$ cat src/rtl/frx_pkg.sv
// shared types and constants of the frame receiver with xor checksum
// no dependencies; every other file imports this package
package frx_pkg;

  localparam int unsigned MaxPayload = 256;
  localparam int unsigned ByteW      = 8;
  localparam int unsigned LenW       = 9;
  localparam int unsigned PosW       = $clog2(MaxPayload + 1);
  localparam int unsigned IdxW       = 8;
  localparam int unsigned CfgIdxW    = 2;

  localparam logic [LenW-1:0]  LenSat          = '1;
  localparam logic [ByteW-1:0] StartMarkerRst  = 8'hA5;
  localparam logic [ByteW-1:0] EndMarkerRst    = 8'h5A;

  localparam logic [CfgIdxW-1:0] CfgStartMarker = 2'd0;
  localparam logic [CfgIdxW-1:0] CfgEndMarker   = 2'd1;

  typedef enum logic [2:0] {
    PhSop  = 3'd0,
    PhCmd  = 3'd1,
    PhLen1 = 3'd2,
    PhLen2 = 3'd3,
    PhData = 3'd4,
    PhCsum = 3'd5,
    PhEop  = 3'd6
  } phase_e;

  typedef enum logic [2:0] {
    EvNone = 3'd0,
    EvData = 3'd1,
    EvGood = 3'd2,
    EvCsum = 3'd3,
    EvEop  = 3'd4,
    EvLong = 3'd5
  } event_e;

  typedef struct packed {
    logic [ByteW-1:0] start_marker;
    logic [ByteW-1:0] end_marker;
  } frx_cfg_t;

  typedef struct packed {
    event_e           event_res;
    logic [ByteW-1:0] command;
    logic [LenW-1:0]  frame_length;
    logic [ByteW-1:0] data_byte;
    logic [IdxW-1:0]  data_index;
  } frx_result_t;

endpackage

$ cat src/rtl/frx_cfg_regs.sv
// marker configuration registers, written over the config channel
// depends on frx_pkg
module frx_cfg_regs (
  input  logic                         clk_i,
  input  logic                         rst_ni,
  input  logic                         cfg_valid_i,
  input  logic [frx_pkg::CfgIdxW-1:0]  cfg_index_i,
  input  logic [frx_pkg::ByteW-1:0]    cfg_data_i,
  output frx_pkg::frx_cfg_t            cfg_o
);
  import frx_pkg::*;

  frx_cfg_t cfg_q;

  // indexes beyond the register list are dropped
  always_ff @(posedge clk_i or negedge rst_ni) begin
    if (!rst_ni) begin
      cfg_q.start_marker <= StartMarkerRst;
      cfg_q.end_marker   <= EndMarkerRst;
    end else if (cfg_valid_i) begin
      case (cfg_index_i)
        CfgStartMarker: cfg_q.start_marker <= cfg_data_i;
        CfgEndMarker:   cfg_q.end_marker   <= cfg_data_i;
        default: ;
      endcase
    end
  end

  assign cfg_o = cfg_q;

endmodule

$ cat src/rtl/frx_parser.sv
// frame parser state and per-beat next-state/result logic
// depends on frx_pkg
module frx_parser (
  input  logic                       clk_i,
  input  logic                       rst_ni,
  input  logic                       accept_i,
  input  logic [frx_pkg::ByteW-1:0]  rx_byte_i,
  input  frx_pkg::frx_cfg_t          cfg_i,
  output frx_pkg::frx_result_t       res_o
);
  import frx_pkg::*;

  phase_e           phase_q, phase_d;
  logic [ByteW-1:0] cmd_q, cmd_d;
  logic [LenW-1:0]  len_q, len_d;
  logic [PosW-1:0]  pos_q, pos_d;
  logic [ByteW-1:0] xor_q, xor_d;
  logic [15:0]      full_len;

  // full 16-bit length once the high byte arrives
  assign full_len = {rx_byte_i, len_q[ByteW-1:0]};

  always_comb begin
    phase_d = phase_q;
    cmd_d   = cmd_q;
    len_d   = len_q;
    pos_d   = pos_q;
    xor_d   = xor_q;
    res_o.event_res  = EvNone;
    res_o.data_byte  = '0;
    res_o.data_index = '0;
    case (phase_q)
      PhSop: begin
        if (rx_byte_i == cfg_i.start_marker) begin
          xor_d   = '0;
          phase_d = PhCmd;
        end
      end
      PhCmd: begin
        cmd_d   = rx_byte_i;
        xor_d   = xor_q ^ rx_byte_i;
        phase_d = PhLen1;
      end
      PhLen1: begin
        len_d   = {1'b0, rx_byte_i};
        xor_d   = xor_q ^ rx_byte_i;
        phase_d = PhLen2;
      end
      PhLen2: begin
        xor_d = xor_q ^ rx_byte_i;
        // held length is kept saturated, which is all the outputs ever show
        len_d = (full_len > 16'(LenSat)) ? LenSat : full_len[LenW-1:0];
        if (full_len > 16'(MaxPayload)) begin
          res_o.event_res = EvLong;
          phase_d         = PhSop;
        end else if (full_len == '0) begin
          phase_d = PhCsum;
        end else begin
          pos_d   = '0;
          phase_d = PhData;
        end
      end
      PhData: begin
        res_o.event_res  = EvData;
        res_o.data_byte  = rx_byte_i;
        res_o.data_index = pos_q[IdxW-1:0];
        xor_d            = xor_q ^ rx_byte_i;
        pos_d            = pos_q + PosW'(1);
        if (LenW'(pos_d) >= len_q) phase_d = PhCsum;
      end
      PhCsum: begin
        if (rx_byte_i == xor_q) begin
          phase_d = PhEop;
        end else begin
          res_o.event_res = EvCsum;
          phase_d         = PhSop;
        end
      end
      PhEop: begin
        res_o.event_res = (rx_byte_i == cfg_i.end_marker) ? EvGood : EvEop;
        phase_d         = PhSop;
      end
      default: begin
        phase_d = PhSop;
      end
    endcase
    res_o.command      = cmd_d;
    res_o.frame_length = len_d;
  end

  always_ff @(posedge clk_i or negedge rst_ni) begin
    if (!rst_ni) begin
      phase_q <= PhSop;
      cmd_q   <= '0;
      len_q   <= '0;
      pos_q   <= '0;
      xor_q   <= '0;
    end else if (accept_i) begin
      phase_q <= phase_d;
      cmd_q   <= cmd_d;
      len_q   <= len_d;
      pos_q   <= pos_d;
      xor_q   <= xor_d;
    end
  end

endmodule

$ cat src/rtl/frx_out_reg.sv
// result register with valid flag between parser and output channel
// depends on frx_pkg
module frx_out_reg (
  input  logic                  clk_i,
  input  logic                  rst_ni,
  input  logic                  load_i,
  input  frx_pkg::frx_result_t  res_i,
  input  logic                  out_ready_i,
  output logic                  out_valid_o,
  output frx_pkg::frx_result_t  res_o
);
  import frx_pkg::*;

  logic        valid_q;
  frx_result_t res_q;

  always_ff @(posedge clk_i or negedge rst_ni) begin
    if (!rst_ni) begin
      valid_q <= 1'b0;
    end else if (load_i) begin
      valid_q <= 1'b1;
    end else if (out_ready_i) begin
      valid_q <= 1'b0;
    end
  end

  always_ff @(posedge clk_i) begin
    if (load_i) begin
      res_q <= res_i;
    end
  end

  assign out_valid_o = valid_q;
  assign res_o       = res_q;

endmodule

$ cat src/rtl/frame_receiver_xor_checksum_unit.sv
// channel  | direction | signals
// in       | sink      | in_valid_i, in_ready_o, rx_byte_i
// out      | source    | out_valid_o, out_ready_i, event_res_o, command_o, frame_length_o,
//          |           | data_byte_o, data_index_o
// cfg      | sink      | cfg_valid_i, cfg_ready_o, cfg_index_i, cfg_data_i
//
// one byte per cycle while in_ready_o is high; its result appears in the output register the cycle after the beat
// parser state updates in the same cycle a byte is taken, so bytes stream back to back
// in_ready_o drops only while a result sits unread and out_ready_i is low
// reset returns the parser to hunting for a start marker and restores the markers
// top level: frame parser with xor checksum; depends on frx_pkg, frx_cfg_regs,
// frx_parser and frx_out_reg
module frame_receiver_xor_checksum_unit (
  input  logic                         clk_i,
  input  logic                         rst_ni,
  input  logic                         in_valid_i,
  output logic                         in_ready_o,
  input  logic [frx_pkg::ByteW-1:0]    rx_byte_i,
  output logic                         out_valid_o,
  input  logic                         out_ready_i,
  output logic [2:0]                   event_res_o,
  output logic [frx_pkg::ByteW-1:0]    command_o,
  output logic [frx_pkg::LenW-1:0]     frame_length_o,
  output logic [frx_pkg::ByteW-1:0]    data_byte_o,
  output logic [frx_pkg::IdxW-1:0]     data_index_o,
  input  logic                         cfg_valid_i,
  output logic                         cfg_ready_o,
  input  logic [frx_pkg::CfgIdxW-1:0]  cfg_index_i,
  input  logic [frx_pkg::ByteW-1:0]    cfg_data_i
);
  import frx_pkg::*;

  frx_cfg_t    cfg;
  frx_result_t res_next;
  frx_result_t res_out;
  logic        accept;

  assign cfg_ready_o = 1'b1;
  assign in_ready_o  = !out_valid_o || out_ready_i;
  assign accept      = in_valid_i && in_ready_o;

  frx_cfg_regs u_cfg (
    .clk_i       (clk_i),
    .rst_ni      (rst_ni),
    .cfg_valid_i (cfg_valid_i),
    .cfg_index_i (cfg_index_i),
    .cfg_data_i  (cfg_data_i),
    .cfg_o       (cfg)
  );

  frx_parser u_parser (
    .clk_i     (clk_i),
    .rst_ni    (rst_ni),
    .accept_i  (accept),
    .rx_byte_i (rx_byte_i),
    .cfg_i     (cfg),
    .res_o     (res_next)
  );

  frx_out_reg u_out (
    .clk_i       (clk_i),
    .rst_ni      (rst_ni),
    .load_i      (accept),
    .res_i       (res_next),
    .out_ready_i (out_ready_i),
    .out_valid_o (out_valid_o),
    .res_o       (res_out)
  );

  assign event_res_o    = res_out.event_res;
  assign command_o      = res_out.command;
  assign frame_length_o = res_out.frame_length;
  assign data_byte_o    = res_out.data_byte;
  assign data_index_o   = res_out.data_index;

endmodule

$ cat config.mk
export PLATFORM = sky130hd
export DESIGN_NAME = frame_receiver_xor_checksum_unit
export DESIGN_NICKNAME = d
export VERILOG_FILES = /design/src/rtl/frx_pkg.sv /design/src/rtl/frx_cfg_regs.sv /design/src/rtl/frx_parser.sv /design/src/rtl/frx_out_reg.sv /design/src/rtl/frame_receiver_xor_checksum_unit.sv
export SDC_FILE = /design/constraint.sdc
export NUM_CORES = 1
export LEC_CHECK = 0
export BUFFER_PORTS_ARGS = -buffer_cell sky130_fd_sc_hd__buf_2
export CAP_MARGIN = 10
export CORE_ASPECT_RATIO = 0.9
export CORE_MARGIN = 4
export CORE_UTILIZATION = 40
export CTS_BUF_LIST = sky130_fd_sc_hd__clkbuf_2
export CTS_CLUSTER_SIZE = 12
export DETAILED_ROUTE_END_ITERATION = 10
export PLACE_DENSITY = 0.71
export SYNTH_ARGS = -nofsm -noshare
export SYNTH_HDL_FRONTEND = slang
export SYNTH_HIERARCHICAL = 1
export SYNTH_SLANG_ARGS = --single-unit
export TNS_END_PERCENT = 1
$ cat constraint.sdc
create_clock -name clk_i -period 2.5 [get_ports clk_i]
set_input_delay 0.625 -clock clk_i [delete_from_list [all_inputs] [get_ports clk_i]]
set_output_delay 0.625 -clock clk_i [all_outputs]
set_load 0.01 [all_outputs]
==> results of run 1 <==
cells in the final DEF, fill, tap and decap left out, drive strengths merged, types with 2 or more instances in the layout:
| cell type | count |
|---|---|
| nor3b | 9 |
| a32o | 2 |
| a211o | 2 |
| nor4 | 12 |
| a21o | 3 |
| inv | 20 |
| xor2 | 9 |
| nand2b | 5 |
| buf | 73 |
| nand4 | 5 |
| o211ai | 7 |
| dfstp | 8 |
| a21oi | 4 |
| mux2i | 2 |
| nor3 | 7 |
| o21ai | 24 |
| and2 | 12 |
| edfxtp | 36 |
| a21boi | 2 |
| nor2 | 13 |
| bufinv | 4 |
| a22oi | 12 |
| or2 | 4 |
| clkbuf | 11 |
| nand3b | 2 |
| mux2 | 32 |
| nand3 | 11 |
| o22a | 16 |
| o21a | 3 |
| nand2 | 25 |
| o41ai | 2 |
| ha | 10 |
| xnor2 | 18 |
| dfrtp | 46 |
| o31a | 2 |
area by class of cell:
class | count | area [µm²]
Fill cell | 1072 | 6000
Sequential cell | 90 | 2450
Multi-Input combinational cell | 268 | 2110
Timing Repair Buffer | 73 | 427
Tap cell | 156 | 195
Clock inverter | 5 | 129
Inverter | 20 | 75.1
Clock buffer | 11 | 55.1
Antenna cell | 1 | 2.50
layer usage:
metal	vias up	GRT usage (%)	wire length, µm
met2	82	26.9	5440
met3	14	3.78	482
met5	-	0	0
li1	1591	-	-
met4	0	4.40	139
met1	1661	20.4	4480
cell usage after synthesis (6+ instances only):
cell / number
sky130_fd_sc_hd__dfrtp_1: 46
sky130_fd_sc_hd__edfxtp_1: 36
sky130_fd_sc_hd__mux2_2: 32
sky130_fd_sc_hd__nand2_1: 25
sky130_fd_sc_hd__inv_1: 19
sky130_fd_sc_hd__o21ai_0: 19
sky130_fd_sc_hd__xnor2_1: 18
sky130_fd_sc_hd__o22a_1: 16
sky130_fd_sc_hd__buf_2: 14
sky130_fd_sc_hd__nor2_1: 13
sky130_fd_sc_hd__a22oi_1: 12
sky130_fd_sc_hd__and2_1: 11
sky130_fd_sc_hd__nand3_1: 11
sky130_fd_sc_hd__ha_1: 10
sky130_fd_sc_hd__xor2_1: 9
sky130_fd_sc_hd__dfstp_2: 8
sky130_fd_sc_hd__nor3b_1: 8
sky130_fd_sc_hd__nor4_1: 8
sky130_fd_sc_hd__o211ai_1: 7
sky130_fd_sc_hd__clkbuf_1: 6
stage by stage:
stage	worst slack, ns	hold slack [ns]
finish	0.118	0.0535
detailed placement	0.0499	0.498
global route	-0.0160	0.00318
global placement	0.132	0.485
floorplan	0.0704	0.329
CTS	0.0364	0.0317
power breakdown:
group / internal (µW) / switching (µW)
logic: 1280 / 1360
clock network: 541 / 487
registers: 2130 / 470
total: 3950 / 2320
timing repair:
item                                    in CTS  in global routing
setup buffers                                0                  1
gates resized for setup                      0                 10
endpoints found under the setup margin       0                  1
registers in the layout (all words and copies together) (netlist names):
signal / cells
u_parser/pos_q: 9
u_parser/cmd_q: 8
u_out/out_valid_o: 1
u_parser/len_q: 9
u_cfg/cfg_o: 16
u_parser/phase_q: 3
u_out/res_o: 36
u_parser/xor_q: 8
worst paths after layout:
| check | cells past startpoint | slack (ns) | endpoint |
|---|---|---|---|
| setup reg to reg | 10 | 0.12 | u_parser/phase_q[0] |
| setup / recovery | 10 | 0.12 | u_parser/phase_q[0] |
| hold reg to reg | 1 | 0.54 | u_parser/cmd_q[6] |
| min in group clk_i | 2 | 0.29 | u_cfg/cfg_o[6] |
| max in group asynchronous | 2 | 1.78 | u_cfg/cfg_o[3] |
| hold / removal | 1 | 0.05 | u_parser/phase_q[0] |
kinds of logic after synthesis:
group | synth area share, %
buf+inv | 3.85
mux | 8.12
xor+xnor | 5.05
compound gates | 13.5
fa+ha+maj | 2.67
simple gates | 14.5
flops | 52.2
other cells | 0.0801
critical path: cells and delay by family, from the launching register on:
kind / cells / cell delay (ns)
flops: 1 / 0.39
buf+inv: 1 / 0.12
fa+ha+maj: 2 / 0.43
compound gates: 4 / 0.84
simple gates: 3 / 0.60
==> flow_metrics.py, run 1 <==
metrics = {
    "job": {
        "max-cap-violations": 0,
    },
    "setup_path": {
        "worstPathMaxFanout": 4,
        "setup.worst_path.class": "reg -> reg",
        "critical_path.most_common_cell": "sky130_fd_sc_hd__ha_4",
        "setup.worst_path.start": "u_parser/pos_q[0]",
        "crit_chain": "buf_4, ha_4, nand3_2, o31a_1, or2_2, ha_4, and3_4, o2111ai_1, o211ai_1, a32o_1",
        "critical_path_s_slowest_cell": "sky130_fd_sc_hd__dfrtp_1",
        "setup.worst_path.end_class": "flip-flop",
        "worstPathRequired_ns": 3.03,
        "slowest_delay_ns": 0.39,
        "critPathArrivalTime_ns": 2.91,
        "timing.rr.start": "u_parser/pos_q[0]",
        "setup.worst_path.start_class": "flip-flop",
    },
    "timing": {
        "setup_viol_count_final": 0,
        "timing.final.hold_violations": 0,
        "worst_slew_pin_slew_ns": 0.663,
        "report.final.slew_viol_count": 0,
        "timing.fmax_ghz": 0.420,
        "worst_slew_margin_relative_to_its_limit_pct": 55.8,
        "tns_ns": 0,
        "final.setup_skew_ns": 0.0324,
        "finalWorstPathRequiredPeriod_ns": 2.38,
        "post-route-period-util_pct": 95.3,
    },
    "synth": {
        "synth_cell_type_count": 60,
        "share_of_synthesized_area_occupied_by_flip_flops_and_latches_pct": 52.2,
        "synthTopCellsByArea": "sky130_fd_sc_hd__dfrtp_1 (25%), sky130_fd_sc_hd__edfxtp_1 (23%), sky130_fd_sc_hd__mux2_2 (7.7%), sky130_fd_sc_hd__dfstp_2 (4.5%), sky130_fd_sc_hd__xnor2_1 (3.4%)",
        "synth_edf_count": 36,
        "postSynthRegisterBits": 90,
        "synthDominantCellAreaShare_pct": 24.6,
        "mappedNetlistNets": 433,
        "synth_area_leader_cell": "sky130_fd_sc_hd__dfrtp_1",
        "postSynth.topFlopCell": "sky130_fd_sc_hd__dfrtp_1",
        "synthesis.yosys.warnings": 6,
        "synth.cell_area_um2": 4680,
        "avgSynthCellArea_um2": 11.7,
        "postSynthCellCount": 400,
        "synthArstFlopShare_pct": 60.0,
    },
    "clock_tree": {
        "clk_pin_slew_worst_paths_ns": 0.25,
        "h-tree-depth": 3,
        "root_buffer": "sky130_fd_sc_hd__clkbuf_2",
        "cts_made_buffers": 9,
        "clock_tree_from_tritoncts": "yes",
        "holdBufCountCts": 0,
        "max-clock-path-buffers": 2,
        "sink_count_of_the_clock_tree": 90,
        "clock_insertion_delay_worst_skew_ns": 0.56,
    },
    "final_layout": {
        "drive_gt1_share_pct": 33.4,
        "layoutNonFillerInstCount": 624,
        "postLayoutCoreUtil_pct": 47.5,
        "nets": 495,
        "design_area_um2": 5440,
        "flow.area_growth_from_synthesis_pct": 16.1,
    },
    "die": {
        "floorplan.die.width_um": 122,
        "die_y_extent_um": 111,
        "io_pins": 62,
        "fp-row-count": 37,
        "floorplan.initialDensity_pct": 41.0,
        "floorplan.core_area_um2": 11400,
        "fp.dieArea_um2": 13500,
    },
    "detailed_routing": {
        "routed_wire_per_std_cell_um": 16.9,
        "antenna_left": 0,
        "drt-total-wl_um": 10500,
        "remaining_routing_drc_violations": 0,
        "via_per_inst": 5.37,
        "initialDrtViolationCount": 230,
        "detailroute.via_count": 3348,
        "drt-pass1-iter-count": 4,
    },
    "global_route": {
        "grt_pass1_vias": 3369,
        "gr-usage-all-layers_pct": 15.9,
        "grt_remaining_overflow": 0,
        "grt_pass1_wl_um": 17000,
        "grt_antenna_before_repair": 1,
        "grt_start_max_net_pins": 49,
    },
    "placed_design": {
        "place.port_buffers": 60,
        "gpl.final_weighted_congestion": 0.822,
        "placed_area_um2": 5190,
        "cell_count_after_placement": 606,
        "hpwlAfterDp_um": 7300,
    },
    "pwr": {
        "power.density_cell_area_nw_per_um2": 1150,
        "pleak_uw": 0.00224,
        "post-layout-total-power_uw": 6270,
        "ir_drop_mv": 0.321,
    },
    "min_path": {
        "min-delay-path-class": "in -> async",
    },
    "status": {
        "status": "finished clean",
    },
}
Power figures use the tool's default switching activity.
==> run 2, diff against run 1 <==
--- a/config.mk
+++ b/config.mk
@@ -9,11 +9,12 @@
 export CAP_MARGIN = 10
 export CORE_ASPECT_RATIO = 0.9
 export CORE_MARGIN = 4
-export CORE_UTILIZATION = 40
+export CORE_UTILIZATION = 54
 export CTS_BUF_LIST = sky130_fd_sc_hd__clkbuf_2
 export CTS_CLUSTER_SIZE = 12
 export DETAILED_ROUTE_END_ITERATION = 10
-export PLACE_DENSITY = 0.71
+export PLACE_DENSITY_LB_ADDON = 0.08
+export RECOVER_POWER = 100
 export SYNTH_ARGS = -nofsm -noshare
 export SYNTH_HDL_FRONTEND = slang
 export SYNTH_HIERARCHICAL = 1
==> run 2 against run 1 <==
Effect of this change:
- cell area decreased by 4.3%
- final cell count decreased by 6.1%
- clock-buffer cell count decreased by 2
- first-iteration DRC count decreased by 26%
- sequential share of layout area increased by 2.0 points
- highest routed layer unchanged
- critical path type unchanged
- hold slack improved by 0.24 ns
- non-clock buffer count increased by 4
- clock skew increased by 0.0032 ns
- routed wire length decreased by 4.3%
==> flow_metrics.py, run 2 (synthesized netlist as in run 1, its figures left out) <==
metrics = {
    "status": {
        "status": "finished clean",
    },
    "final_layout": {
        "largest_register_ffs": 36,
        "nFillCells": 702,
        "drive_gt1_share_pct": 22.9,
        "postLayoutCoreUtil_pct": 63.0,
        "layout.cells.most_common": "sky130_fd_sc_hd__dfrtp_1",
        "layoutNonFillerInstCount": 586,
        "most-common-layout-cells": "sky130_fd_sc_hd__dfrtp_1 (45), sky130_fd_sc_hd__clkbuf_1 (44), sky130_fd_sc_hd__edfxtp_1 (36)",
        "nets": 499,
        "insertedDiodeCount": 0,
        "flow.area_growth_from_synthesis_pct": 11.1,
    },
    "clock_tree": {
        "cts_made_buffers": 9,
        "clock_tree_from_tritoncts": "yes",
        "holdBufCountCts": 0,
        "clock_insertion_delay_worst_skew_ns": 0.55,
        "sink_count_of_the_clock_tree": 90,
        "max-clock-path-buffers": 2,
        "clk_pin_slew_worst_paths_ns": 0.27,
        "h-tree-depth": 3,
        "root_buffer": "sky130_fd_sc_hd__clkbuf_2",
    },
    "job": {
        "max-cap-violations": 0,
    },
    "timing": {
        "finalWorstPathRequiredPeriod_ns": 2.38,
        "post-route-period-util_pct": 95.3,
        "report.final.slew_viol_count": 0,
        "tns_ns": 0,
        "timing.final.hold_violations": 0,
        "final.setup_skew_ns": 0.0356,
        "setup_viol_count_final": 0,
        "hold-worst-slack_ns": 0.296,
        "timing.final.ws_setup_ns": 0.118,
        "grt_setup_unrepaired": "false",
        "worst_slew_pin_slew_ns": 1.37,
        "timing.fmax_ghz": 0.420,
        "worst_slew_margin_relative_to_its_limit_pct": 8.63,
    },
    "setup_path": {
        "critical_path_s_slowest_cell": "sky130_fd_sc_hd__dfrtp_1",
        "slowest_delay_ns": 0.48,
        "crit_cells": 10,
        "critPathTopFamily": "compound AO/OA/AOI/OAI gates",
        "worstPathMaxFanout": 7,
        "worstPathBufferInverterCount": 1,
        "worstPathRequired_ns": 2.99,
        "setup.worst_path.start_class": "flip-flop",
        "crit_chain": "ha_2, nand3_2, buf_6, o21a_1, or2_2, ha_1, a21o_1, a22oi_2, o211ai_1, a32o_1",
        "critPathArrivalTime_ns": 2.87,
        "reg2reg_setup_slack_ns": 0.12,
        "setup.worst_path.class": "reg -> reg",
        "ff2ff_path_depth": 10,
        "setup.worst_path.end_class": "flip-flop",
    },
    "placed_design": {
        "cell_count_after_placement": 567,
        "gpl.final_weighted_congestion": 0.858,
        "pre_cts_ws_ns": 0.00805,
        "place.port_buffers": 60,
        "hpwlAfterDp_um": 6910,
    },
    "min_path": {
        "worstHoldPathCells": 2,
        "min-delay-path-class": "in -> reg",
    },
    "global_route": {
        "grt_remaining_overflow": 0,
        "grt_antenna_before_repair": 0,
        "grt_start_max_net_pins": 55,
        "grt_pass1_vias": 3274,
        "gr-usage-all-layers_pct": 20.4,
        "grt_pass1_wl_um": 16300,
    },
    "detailed_routing": {
        "remaining_routing_drc_violations": 0,
        "antenna_left": 0,
        "detailroute.via_count": 3327,
        "via_per_inst": 5.68,
        "routed_wire_per_std_cell_um": 17.2,
        "drt-total-wl_um": 10100,
        "drt-pass1-iter-count": 4,
        "initialDrtViolationCount": 170,
    },
    "die": {
        "floorplan.initialDensity_pct": 56.7,
        "die_y_extent_um": 96.4,
        "floorplan.die.width_um": 106,
        "io_pins": 62,
        "fp-row-count": 31,
        "fp.dieArea_um2": 10200,
        "floorplan.core_area_um2": 8260,
    },
    "pwr": {
        "ir_drop_mv": 0.539,
        "pleak_uw": 0.00206,
        "power.density_cell_area_nw_per_um2": 1140,
    },
}
-- run 2: changes by cell type in the layout (fill, tap and decap cells not counted), sizes merged --
cell,delta
clkbuf,+44
inv,+4
bufinv,-3
clkinvlp,+1
diode,-1
buf,-42
-- run 2: final timing paths --
kind / start / to
setup / recovery: u_parser/pos_q[1] / u_parser/phase_q[0]
hold / removal: cfg_data_i[0] / u_cfg/cfg_o[0]
setup reg to reg: u_parser/pos_q[1] / u_parser/phase_q[0]
hold reg to reg: u_parser/cmd_q[6] / u_parser/cmd_q[6]
max in group asynchronous: rst_ni / u_parser/pos_q[2]
min in group asynchronous: rst_ni / u_parser/phase_q[0]
-- run 2: what timing repair did --
| item | in CTS | in global routing |
|---|---|---|
| resized for setup | 0 | 7 |
| pin swaps | 0 | 3 |
| buffers inserted | 1 | 2 |
| setup endpoints to repair | 1 | 1 |
-- run 2: through the flow --
stage,area (µm²),total power [µW]
floorplan,4690,4360
global placement,5130,5010
detailed placement,5130,5130
CTS,5270,5940
global route,5200,6380
finish,5200,5920
-- run 2: layer usage --
metal | vias up | wire length (µm) | GRT usage [%]
met5 | - | 0 | 0
met4 | 0 | 87 | 5.29
met3 | 8 | 454 | 4.63
met2 | 67 | 5000 | 34.7
met1 | 1654 | 4540 | 26.8
li1 | 1598 | - | -
-- run 2: report_power, final --
group          switching (µW)  leakage (µW)  internal (µW)
Clock                     531     0.0000767            251
Combinational            1360       0.00103           1220
Sequential                438      0.000956           2130
Total                    2330       0.00206           3590
-- run 2: final cells by class --
cell class	count	area, µm²	area share [%]
Clock buffer	9	45.0	0.866
Clock inverter	7	82.6	1.59
Inverter	20	75.1	1.44
Multi-Input combinational cell	268	2050	39.4
Sequential cell	90	2440	47.0
Tap cell	115	144	2.77
Timing Repair Buffer	77	362	6.95
==> run 3, diff against run 2 <==
--- a/config.mk
+++ b/config.mk
@@ -14,7 +14,7 @@
 export CTS_CLUSTER_SIZE = 12
 export DETAILED_ROUTE_END_ITERATION = 10
 export PLACE_DENSITY_LB_ADDON = 0.08
-export RECOVER_POWER = 100
+export RECOVER_POWER = 25
 export SYNTH_ARGS = -nofsm -noshare
 export SYNTH_HDL_FRONTEND = slang
 export SYNTH_HIERARCHICAL = 1
==> run 3 against run 2 <==
Effect of this change:
- die area unchanged
- setup slack worse by 0.0047 ns
- routed wire length down 0.75%
- register-to-register slack about the same
- final cell count unchanged
- critical path type unchanged
- clock skew up 0.0043 ns
==> flow_metrics.py, run 3 (synthesized netlist as in run 1, its figures left out) <==
metrics = {
    "setup_path": {
        "crit_cells": 10,
        "setup.worst_path.start_class": "flip-flop",
        "critPathTopFamily": "compound AO/OA/AOI/OAI gates",
        "worstPathMaxFanout": 7,
        "ff2ff_path_depth": 10,
        "setup.worst_path.class": "reg -> reg",
        "worstPathBufferInverterCount": 1,
        "slowest_delay_ns": 0.48,
        "reg2reg_setup_slack_ns": 0.11,
        "crit_chain": "ha_2, nand3_2, buf_6, o21a_1, or2_2, ha_1, a21o_1, a22oi_2, o211ai_1, a32o_1",
        "setup.worst_path.end_class": "flip-flop",
        "critPathArrivalTime_ns": 2.87,
        "critical_path_s_slowest_cell": "sky130_fd_sc_hd__dfrtp_1",
        "worstPathRequired_ns": 2.98,
    },
    "pwr": {
        "pleak_uw": 0.00222,
        "ir_drop_mv": 0.541,
        "post-layout-total-power_uw": 6010,
        "power.density_cell_area_nw_per_um2": 1130,
    },
    "global_route": {
        "gr-usage-all-layers_pct": 20.4,
        "grt_antenna_before_repair": 0,
        "grt_start_max_net_pins": 55,
        "grt_pass1_vias": 3274,
        "grt_pass1_wl_um": 16300,
        "grt_remaining_overflow": 0,
    },
    "placed_design": {
        "gpl.final_weighted_congestion": 0.858,
        "hpwlAfterDp_um": 6910,
        "place.port_buffers": 60,
        "placed_area_um2": 5130,
        "cell_count_after_placement": 567,
    },
    "die": {
        "fp-row-count": 31,
        "die_y_extent_um": 96.4,
        "io_pins": 62,
        "floorplan.die.width_um": 106,
        "floorplan.core_area_um2": 8260,
        "fp.dieArea_um2": 10200,
        "floorplan.initialDensity_pct": 56.7,
    },
    "final_layout": {
        "most-common-layout-cells": "sky130_fd_sc_hd__buf_2 (60), sky130_fd_sc_hd__dfrtp_1 (45), sky130_fd_sc_hd__edfxtp_1 (36)",
        "flow.area_growth_from_synthesis_pct": 13.5,
        "insertedDiodeCount": 0,
        "drive_gt1_share_pct": 33.5,
        "largest_register_ffs": 36,
        "layout.cells.most_common": "sky130_fd_sc_hd__buf_2",
        "layoutNonFillerInstCount": 586,
        "design_area_um2": 5320,
        "nets": 499,
        "postLayoutCoreUtil_pct": 64.3,
    },
    "clock_tree": {
        "clock_tree_from_tritoncts": "yes",
        "sink_count_of_the_clock_tree": 90,
        "clk_pin_slew_worst_paths_ns": 0.26,
        "cts_made_buffers": 9,
        "max-clock-path-buffers": 2,
        "root_buffer": "sky130_fd_sc_hd__clkbuf_2",
        "h-tree-depth": 3,
        "holdBufCountCts": 0,
        "clock_insertion_delay_worst_skew_ns": 0.55,
    },
    "timing": {
        "setup_viol_count_final": 0,
        "timing.fmax_ghz": 0.419,
        "tns_ns": 0,
        "worst_slew_pin_slew_ns": 1.36,
        "timing.final.hold_violations": 0,
        "finalWorstPathRequiredPeriod_ns": 2.39,
        "worst_slew_margin_relative_to_its_limit_pct": 9.34,
        "post-route-period-util_pct": 95.5,
        "grt_setup_unrepaired": "false",
        "report.final.slew_viol_count": 0,
        "final.setup_skew_ns": 0.0399,
    },
    "job": {
        "max-cap-violations": 0,
    },
    "min_path": {
        "min-delay-path-class": "in -> reg",
        "worstHoldPathCells": 2,
    },
    "detailed_routing": {
        "drt-pass1-iter-count": 4,
        "routed_wire_per_std_cell_um": 17.1,
        "initialDrtViolationCount": 167,
        "detailroute.via_count": 3327,
        "antenna_left": 0,
        "drt-total-wl_um": 10000,
        "via_per_inst": 5.68,
        "remaining_routing_drc_violations": 0,
    },
    "status": {
        "status": "finished clean",
    },
}
## run 3: where the power goes
group	internal [µW]	switching, µW	total (µW)
sequential	2130	443	2570
clock	251	532	784
combinational	1290	1370	2660
## run 3: path summary, 6_finish.rpt
path | endpoint | start
max | u_parser/phase_q[0] | u_parser/pos_q[1]
min | u_cfg/cfg_o[0] | cfg_data_i[0]
max reg2reg | u_parser/phase_q[0] | u_parser/pos_q[1]
min reg2reg | u_parser/cmd_q[5] | u_parser/cmd_q[5]
max in group asynchronous | u_parser/pos_q[2] | rst_ni
min in group asynchronous | u_parser/phase_q[0] | rst_ni
## run 3: what timing repair did
action | CTS | global route
resized for setup | 0 | 7
endpoints found under the setup margin | 1 | 1
pin swaps | 0 | 3
buffers inserted | 1 | 2
## run 3: layer usage
metal	part of all wire, %	vias up	GRT usage (%)	wire length, µm
met2	50	66	34.7	5020
met4	0.87	0	5.29	87
met1	45	1651	26.8	4480
met5	0	-	0	0
met3	4.2	8	4.63	420
li1	-	1602	-	-
## run 3: area by class of cell
type / instances / area, µm²
Multi-Input combinational cell: 268 / 2100
Timing Repair Buffer: 77 / 429
Clock inverter: 7 / 82.6
Clock buffer: 9 / 45.0
Sequential cell: 90 / 2440
Inverter: 20 / 75.1
Fill cell: 666 / 2950
Tap cell: 115 / 144
## run 3: metrics by stage
stage	worst slack (ns)	hold slack [ns]
after global placement	0.121	0.485
after CTS	0.0439	0.143
final	0.113	0.297
after global routing	0.0153	0.231
after detailed placement	0.00805	0.496
after floorplan	0.0704	0.329
